===== src/rtl/core/slipdf_pkg.sv =====
package slipdf_pkg;

    localparam int FRAME_MAX = 1514;

    localparam int BYTE_W  = 8;
    localparam int KIND_W  = 3;
    localparam int POS_W   = 12;
    localparam int STATE_W = 2;
    localparam int MODE_W  = 2;
    localparam int ADDR_W  = 2;
    localparam int DATA_W  = 32;

    localparam logic [BYTE_W-1:0] SL_END     = 8'hC0;
    localparam logic [BYTE_W-1:0] SL_ESC     = 8'hDB;
    localparam logic [BYTE_W-1:0] SL_ESC_END = 8'hDC;
    localparam logic [BYTE_W-1:0] SL_ESC_ESC = 8'hDD;

    localparam logic [MODE_W-1:0] MODE_SLIP = 2'd0;
    localparam logic [MODE_W-1:0] MODE_PASS = 2'd1;
    localparam logic [MODE_W-1:0] MODE_DROP = 2'd2;

    localparam logic [STATE_W-1:0] PS_OUTSIDE = 2'd0;
    localparam logic [STATE_W-1:0] PS_FRAME   = 2'd1;
    localparam logic [STATE_W-1:0] PS_ESCAPE  = 2'd2;

    localparam logic [KIND_W-1:0] K_CONSOLE  = 3'd0;
    localparam logic [KIND_W-1:0] K_DATA     = 3'd1;
    localparam logic [KIND_W-1:0] K_END      = 3'd2;
    localparam logic [KIND_W-1:0] K_ESCABORT = 3'd3;
    localparam logic [KIND_W-1:0] K_OVERFLOW = 3'd4;

    localparam logic [ADDR_W-1:0] ADDR_MODE = 2'd0;

    localparam logic [POS_W-1:0] FRAME_MAX_C = POS_W'(FRAME_MAX);

    typedef struct packed {
        logic [KIND_W-1:0] kind;
        logic [BYTE_W-1:0] data;
        logic [POS_W-1:0]  position;
    } result_t;

endpackage


===== src/rtl/core/slip_deframer_with_passthrough_top.sv =====
// an accepted byte is registered at the input, then its result in the output register
// throughput: one byte per cycle unless stalled; one parser state update per byte
// bytes that yield no result (END opening a frame, ESC, discard mode) are absorbed
// a waiting result stalls the input once the input register holds a byte with a result
// reset: aresetn synchronous active low, clears mode, parser state, count and valids
module slip_deframer_with_passthrough_top (
    input  logic                              aclk,
    input  logic                              aresetn,
    input  logic                              psel,
    input  logic                              penable,
    input  logic                              pwrite,
    input  logic [slipdf_pkg::ADDR_W-1:0]     paddr,
    input  logic [slipdf_pkg::DATA_W-1:0]     pwdata,
    output logic [slipdf_pkg::DATA_W-1:0]     prdata,
    output logic                              pready,
    input  logic                              s_valid,
    output logic                              s_ready,
    input  logic [slipdf_pkg::BYTE_W-1:0]     s_in_byte,
    output logic                              m_valid,
    input  logic                              m_ready,
    output logic [slipdf_pkg::KIND_W-1:0]     m_out_kind,
    output logic [slipdf_pkg::BYTE_W-1:0]     m_out_byte,
    output logic [slipdf_pkg::POS_W-1:0]      m_position
);
    import slipdf_pkg::*;

    logic [MODE_W-1:0] mode;
    result_t           result;

    slipdf_apb_regs u_regs (
        .aclk    (aclk),
        .aresetn (aresetn),
        .psel    (psel),
        .penable (penable),
        .pwrite  (pwrite),
        .paddr   (paddr),
        .pwdata  (pwdata),
        .prdata  (prdata),
        .pready  (pready),
        .mode    (mode)
    );

    slipdf_pipe u_pipe (
        .aclk      (aclk),
        .aresetn   (aresetn),
        .mode      (mode),
        .s_valid   (s_valid),
        .s_ready   (s_ready),
        .s_in_byte (s_in_byte),
        .m_valid   (m_valid),
        .m_ready   (m_ready),
        .m_result  (result)
    );

    assign m_out_kind = result.kind;
    assign m_out_byte = result.data;
    assign m_position = result.position;

endmodule


===== src/rtl/core/slipdf_apb_regs.sv =====
module slipdf_apb_regs (
    input  logic                              aclk,
    input  logic                              aresetn,
    input  logic                              psel,
    input  logic                              penable,
    input  logic                              pwrite,
    input  logic [slipdf_pkg::ADDR_W-1:0]     paddr,
    input  logic [slipdf_pkg::DATA_W-1:0]     pwdata,
    output logic [slipdf_pkg::DATA_W-1:0]     prdata,
    output logic                              pready,
    output logic [slipdf_pkg::MODE_W-1:0]     mode
);
    import slipdf_pkg::*;

    logic [MODE_W-1:0] mode_reg;
    logic [MODE_W-1:0] mode_next;
    logic              wr_en;

    assign pready = 1'b1;
    assign wr_en  = psel && penable && pwrite && pready && (paddr == ADDR_MODE);

    always_comb begin
        mode_next = mode_reg;
        if (wr_en) begin
            mode_next = pwdata[MODE_W-1:0];
        end
    end

    always_ff @(posedge aclk) begin
        if (!aresetn) begin
            mode_reg <= MODE_SLIP;
        end else begin
            mode_reg <= mode_next;
        end
    end

    always_comb begin
        prdata = '0;
        if (paddr == ADDR_MODE) begin
            prdata = {{(DATA_W-MODE_W){1'b0}}, mode_reg};
        end
    end

    assign mode = mode_reg;

endmodule


===== src/rtl/core/slipdf_step.sv =====
module slipdf_step (
    input  logic [slipdf_pkg::MODE_W-1:0]  mode,
    input  logic [slipdf_pkg::STATE_W-1:0] state_cur,
    input  logic [slipdf_pkg::POS_W-1:0]   count_cur,
    input  logic [slipdf_pkg::BYTE_W-1:0]  in_byte,
    output logic                           has_result,
    output slipdf_pkg::result_t            result,
    output logic [slipdf_pkg::STATE_W-1:0] state_nxt,
    output logic [slipdf_pkg::POS_W-1:0]   count_nxt
);
    import slipdf_pkg::*;

    logic              is_data;
    logic [BYTE_W-1:0] data_val;
    logic              full;

    assign full = (count_cur >= FRAME_MAX_C);

    always_comb begin
        has_result = 1'b0;
        result     = '0;
        state_nxt  = state_cur;
        count_nxt  = count_cur;
        is_data    = 1'b0;
        data_val   = in_byte;
        case (mode)
            MODE_SLIP: begin
                case (state_cur)
                    PS_FRAME: begin
                        if (in_byte == SL_ESC) begin
                            state_nxt = PS_ESCAPE;
                        end else if (in_byte == SL_END) begin
                            state_nxt       = PS_OUTSIDE;
                            has_result      = 1'b1;
                            result.kind     = K_END;
                            result.position = count_cur;
                        end else begin
                            is_data = 1'b1;
                        end
                    end
                    PS_ESCAPE: begin
                        if (in_byte == SL_ESC_END) begin
                            is_data  = 1'b1;
                            data_val = SL_END;
                        end else if (in_byte == SL_ESC_ESC) begin
                            is_data  = 1'b1;
                            data_val = SL_ESC;
                        end else begin
                            state_nxt       = PS_OUTSIDE;
                            has_result      = 1'b1;
                            result.kind     = K_ESCABORT;
                            result.position = count_cur;
                        end
                    end
                    default: begin
                        if (in_byte == SL_END) begin
                            state_nxt = PS_FRAME;
                            count_nxt = '0;
                        end else begin
                            state_nxt   = PS_OUTSIDE;
                            has_result  = 1'b1;
                            result.kind = K_CONSOLE;
                            result.data = in_byte;
                        end
                    end
                endcase
                if (is_data) begin
                    has_result      = 1'b1;
                    result.position = count_cur;
                    if (full) begin
                        state_nxt   = PS_OUTSIDE;
                        result.kind = K_OVERFLOW;
                    end else begin
                        state_nxt   = PS_FRAME;
                        count_nxt   = count_cur + 1'b1;
                        result.kind = K_DATA;
                        result.data = data_val;
                    end
                end
            end
            MODE_PASS: begin
                has_result  = 1'b1;
                result.kind = K_CONSOLE;
                result.data = in_byte;
            end
            default: begin
                has_result = 1'b0;
            end
        endcase
    end

endmodule


===== src/rtl/core/slipdf_pipe.sv =====
module slipdf_pipe (
    input  logic                          aclk,
    input  logic                          aresetn,
    input  logic [slipdf_pkg::MODE_W-1:0] mode,
    input  logic                          s_valid,
    output logic                          s_ready,
    input  logic [slipdf_pkg::BYTE_W-1:0] s_in_byte,
    output logic                          m_valid,
    input  logic                          m_ready,
    output slipdf_pkg::result_t           m_result
);
    import slipdf_pkg::*;

    logic               in_valid_reg;
    logic               in_valid_next;
    logic [BYTE_W-1:0]  in_byte_reg;
    logic [STATE_W-1:0] state_reg;
    logic [STATE_W-1:0] state_next;
    logic [POS_W-1:0]   count_reg;
    logic [POS_W-1:0]   count_next;
    logic               out_valid_reg;
    logic               out_valid_next;
    result_t            out_reg;
    result_t            step_result;
    logic               step_has;
    logic               out_free;
    logic               advance;

    slipdf_step u_step (
        .mode       (mode),
        .state_cur  (state_reg),
        .count_cur  (count_reg),
        .in_byte    (in_byte_reg),
        .has_result (step_has),
        .result     (step_result),
        .state_nxt  (state_next),
        .count_nxt  (count_next)
    );

    assign out_free = !out_valid_reg || m_ready;
    assign advance  = in_valid_reg && (!step_has || out_free);
    assign s_ready  = !in_valid_reg || advance;

    always_comb begin
        in_valid_next = in_valid_reg;
        if (s_ready) begin
            in_valid_next = s_valid;
        end
        out_valid_next = out_valid_reg;
        if (out_free) begin
            out_valid_next = advance && step_has;
        end
    end

    always_ff @(posedge aclk) begin
        if (!aresetn) begin
            in_valid_reg  <= 1'b0;
            out_valid_reg <= 1'b0;
            state_reg     <= PS_OUTSIDE;
            count_reg     <= '0;
        end else begin
            in_valid_reg  <= in_valid_next;
            out_valid_reg <= out_valid_next;
            if (advance) begin
                state_reg <= state_next;
                count_reg <= count_next;
            end
        end
    end

    always_ff @(posedge aclk) begin
        if (s_valid && s_ready) begin
            in_byte_reg <= s_in_byte;
        end
        if (advance && step_has) begin
            out_reg <= step_result;
        end
    end

    assign m_valid  = out_valid_reg;
    assign m_result = out_reg;

    a_count_bound: assert property (@(posedge aclk) disable iff (!aresetn)
        count_reg <= FRAME_MAX_C)
        else $error("frame count beyond limit");

    a_console_pos: assert property (@(posedge aclk) disable iff (!aresetn)
        out_valid_reg && (out_reg.kind == K_CONSOLE) |-> out_reg.position == '0)
        else $error("console transaction with nonzero position");

    a_ctrl_byte: assert property (@(posedge aclk) disable iff (!aresetn)
        out_valid_reg && (out_reg.kind == K_END || out_reg.kind == K_ESCABORT
                          || out_reg.kind == K_OVERFLOW) |-> out_reg.data == '0)
        else $error("control transaction carries a byte");

    a_stall_cause: assert property (@(posedge aclk) disable iff (!aresetn)
        !s_ready |-> in_valid_reg && out_valid_reg && !m_ready)
        else $error("input stalled without a blocked result");

endmodule

===== config.mk =====
export PLATFORM = sky130hd
export DESIGN_NAME = slip_deframer_with_passthrough_top
export DESIGN_NICKNAME = d
export VERILOG_FILES = /design/src/rtl/core/slipdf_pkg.sv /design/src/rtl/core/slip_deframer_with_passthrough_top.sv /design/src/rtl/core/slipdf_apb_regs.sv /design/src/rtl/core/slipdf_step.sv /design/src/rtl/core/slipdf_pipe.sv
export SDC_FILE = /design/constraint.sdc
export NUM_CORES = 1
export LEC_CHECK = 0
export BUFFER_PORTS_ARGS = -buffer_cell sky130_fd_sc_hd__buf_4
export CORE_MARGIN = 2
export CORE_UTILIZATION = 51
export DETAILED_ROUTE_END_ITERATION = 10
export HOLD_SLACK_MARGIN = 0.15
export PLACE_DENSITY = 0.85
export SYNTH_ARGS = -nofsm -noshare
export SYNTH_HDL_FRONTEND = slang
export SYNTH_SLANG_ARGS = --single-unit

===== constraint.sdc =====
create_clock -name aclk -period 4.25 [get_ports aclk]
set_input_delay 0.425 -clock aclk [delete_from_list [all_inputs] [get_ports aclk]]
set_output_delay 0.425 -clock aclk [all_outputs]
set_load 0.1 [all_outputs]

==> summary.txt <==
Status
  • Outcome: finished clean

Timing
  • Max Slew Vio Count: 0
  • Worst Clk Skew: 0.007180 ns
  • Fin worst setup slack: 1.360 ns
  • Rel. slew slack: 29.55%
  • Setup TNS: 0 ns
  • RSZ-0062 raised after global routing: no
  • Final setup fails: 0
  • Fmax achieved: 346.1 MHz
  • Final worst path period share: 67.99%
  • Final Hold Violating Endpoints: 0
  • Period minus WS final: 2.890 ns
  • Slew @ Worst Pin: 1.052 ns

Worst setup path
  • R2R Path Start: u_pipe.in_byte_reg[0]
  • Top Family by Delay on Critical Path: simple AND/OR/NAND/NOR gates
  • Crit path kind: register to output port
  • Delay of the slowest critical-path stage: 0.46 ns
  • Worst-path fanout max: 10
  • Arrival @ worst endpoint: 2.46 ns
  • Crit-path slowest cell: edfxtp_1
  • Worst setup startpoint: u_pipe.in_byte_reg[0]
  • CP bufs+invs: 2
  • Worst setup EP type: output port
  • Crit path cell chain: nor4_1 -> nand3_1 -> o2111ai_1 -> nor2_1 -> inv_1 -> buf_4
  • CP startpoint kind: register
  • CP Data Required Time: 3.83 ns

Clock tree
  • Gates resized, CTS repair: 0
  • CTS Buffer Depth: 2
  • Clk sinks: 49
  • Root buffer cell: clkbuf_8
  • # Post-CTS Setup Buffers: 0
  • CTS tree: built
  • CTS Hold Buffers Added: 0
  • Clock Latency Late Sink: 0.31 ns
  • Clock transition at the registers of the reported paths: 0.08 ns
  • H-tree levels: 2
  • Total CTS buffers: 5

Floorplan
  • Rows: 25
  • Height of the die: 73.91 um
  • Num ports: 107
  • CORE AREA: 4723 um^2
  • Die area: 5462 um^2
  • Die X: 73.91 um
  • Initial core utilization: 52.77%

Yosys
  • Synth Instances: 243
  • Top FF cell, synth: edfxtp_1
  • Syn Area/Cell: 10.26 um^2
  • Post-synth EDFFs: 31
  • FF+latch count, synth: 49
  • Fraction of registers with async set/reset: 0%
  • Netlist cell types: 42
  • Synth warn: 0
  • Post-Synthesis Cell Area: 2492 um^2
  • Seq/Total Area, Yosys: 51.81%

Drt
  • Via Count: 1838
  • Pre-Repair DR Iteration Count: 4
  • Drt via density: 5.134
  • Avg WL per Cell: 12.28 um
  • Total Wirelength: 4397 um
  • DRC viols: 0
  • 1st-iter DRT viols: 119
  • Routed Antenna Nets: 0

Final layout
  • Fraction of layout cells with a size suffix above 1: 20.27%
  • Filler Cells Inserted: 394
  • Number of inserted diodes: 0
  • P&R area growth vs syn: 15.11%
  • Largest register FFs: 23
  • Nets: 343

Power and ir drop
  • Clk network pwr share: 25.8%
  • Switching share of total power: 35.56%
  • VDD IR max: 0.1664 mV
  • Total power: 1.035 mW
  • Leakage: 1.106 nW
  • Net Switching: 0.3680 mW
  • Logic pwr share: 23.2%
  • PD cells: 360.6 nW/um^2
  • Int Power: 0.6667 mW
  • Register share of total power: 51.1%

Global route
  • GRT overflow: 0
  • Total Routing Usage GR: 17.33%
  • First-pass GRT wire length: 7217 um
  • Vias in the first global route: 1670
  • Pin count of the biggest net entering global routing: 24
  • Initial antenna violation count: 0

Run
  • MaxCap Viol Count: 0

Min path
  • Worst hold path startpoint: s_in_byte[6]
  • Hold Path Class: primary input to register

Place
  • DP Worst Slack: 1.548 ns
  • GPL Wtd Cong: 0.8696
  • I/O Buffers: 45
  • Post-DP HPWL: 3370 um
## power groups by stage
stage,logic [mW],registers (mW),clock network [mW]
after floorplan,0.164,0.603,0
after global placement,0.238,0.539,0
after detailed placement,0.239,0.539,0
after CTS,0.239,0.528,0.270
after global routing,0.247,0.530,0.284
final,0.240,0.528,0.267
## metal layers
layer	vias up	part of all wire [%]	GRT usage (%)
li1	904	-	-
met1	846	44	20.96
met2	78	48	29.07
met3	10	5.8	3.018
met4	0	2.6	9.899
met5	-	0	0
## cells by family after synthesis
logic type,count (synthesis),synth area share (%)
multiplexers,3,1.205
adder cells (fa/ha/maj),4,2.008
buffers and inverters,46,11.60
AO/OA/AOI/OAI,40,10.39
AND/OR/NAND/NOR,98,22.34
XOR/XNOR,1,0.3515
flip-flops,49,51.81
other,2,0.3013
## per-stage QoR
stage          cells  cell area (um^2)  hold WS [ns]  utilization, %
2_1_floorplan    272              2601        0.4449               -
5_1_grt          358              2869        0.2817           60.74
3_5_place_dp     350              2781        0.4671           58.89
4_1_cts          358              2869        0.2813           60.74
3_3_place_gp     350              2781        0.4607           58.89
6_report         358              2869        0.2875           60.74
## cell type report
cell class	count	area, um^2	area share [%]
clock buffers	6	72.57	2.529
clock inverters	2	15.01	0.5233
inverters	12	45.04	1.570
multi-input cells	177	1023	35.67
flip-flops and latches	49	1291	45.01
well taps	67	83.83	2.922
repair buffers	45	337.8	11.77
## cell usage in the layout (no fill, tap or decap), types with 5 or more instances in the layout
master and count:
dfxtp_1 18, clkbuf_8 5, nor2_1 14, o21ai_0 7
conb_1 31, nand2_1 17, edfxtp_1 31, nor3_1 5
a21oi_1 15, buf_4 45, and2_1 20, inv_1 10
nand3_1 10, or4_1 5
## final timing paths
path	end	slack, ns	depth (start not counted)
worst max register to register	u_pipe.in_byte_reg[4]	1.54	5
worst min-delay path	u_pipe.in_byte_reg[6]	0.29	1
worst max-delay path	s_ready	1.36	6
worst min register to register	u_pipe.state_reg[1]	0.49	2
## synthesized netlist by cell type, types with 2 or more instances
| cell type | n | share of area, % |
|---|---|---|
| ha_1 | 4 | 2.0 |
| o211ai_1 | 2 | 0.60 |
| o21ai_0 | 7 | 1.4 |
| or3_1 | 2 | 0.50 |
| o21a_1 | 3 | 0.90 |
| o2111ai_1 | 3 | 1.1 |
| clkbuf_1 | 3 | 0.45 |
| mux2i_1 | 3 | 1.2 |
| nand2b_1 | 2 | 0.50 |
| or4_1 | 5 | 1.5 |
| inv_2 | 2 | 0.30 |
| nand3_1 | 10 | 2.0 |
| nor4_1 | 4 | 1.0 |
| nand4bb_1 | 2 | 0.90 |
| nor3_1 | 5 | 1.0 |
| nor2_1 | 14 | 2.1 |
| and3_1 | 2 | 0.50 |
| dfxtp_1 | 18 | 14 |
| a21o_1 | 4 | 1.2 |
| nand2_1 | 17 | 2.6 |
| nor2b_1 | 2 | 0.50 |
| buf_4 | 31 | 9.3 |
| and2_1 | 20 | 5.0 |
| nand4_1 | 3 | 0.75 |
| edfxtp_1 | 31 | 37 |
| conb_1 | 2 | 0.30 |
| inv_1 | 10 | 1.5 |
| nand3b_1 | 4 | 1.2 |
| a21oi_1 | 15 | 3.0 |
No activity file was read; power rests on OpenSTA's default activity.
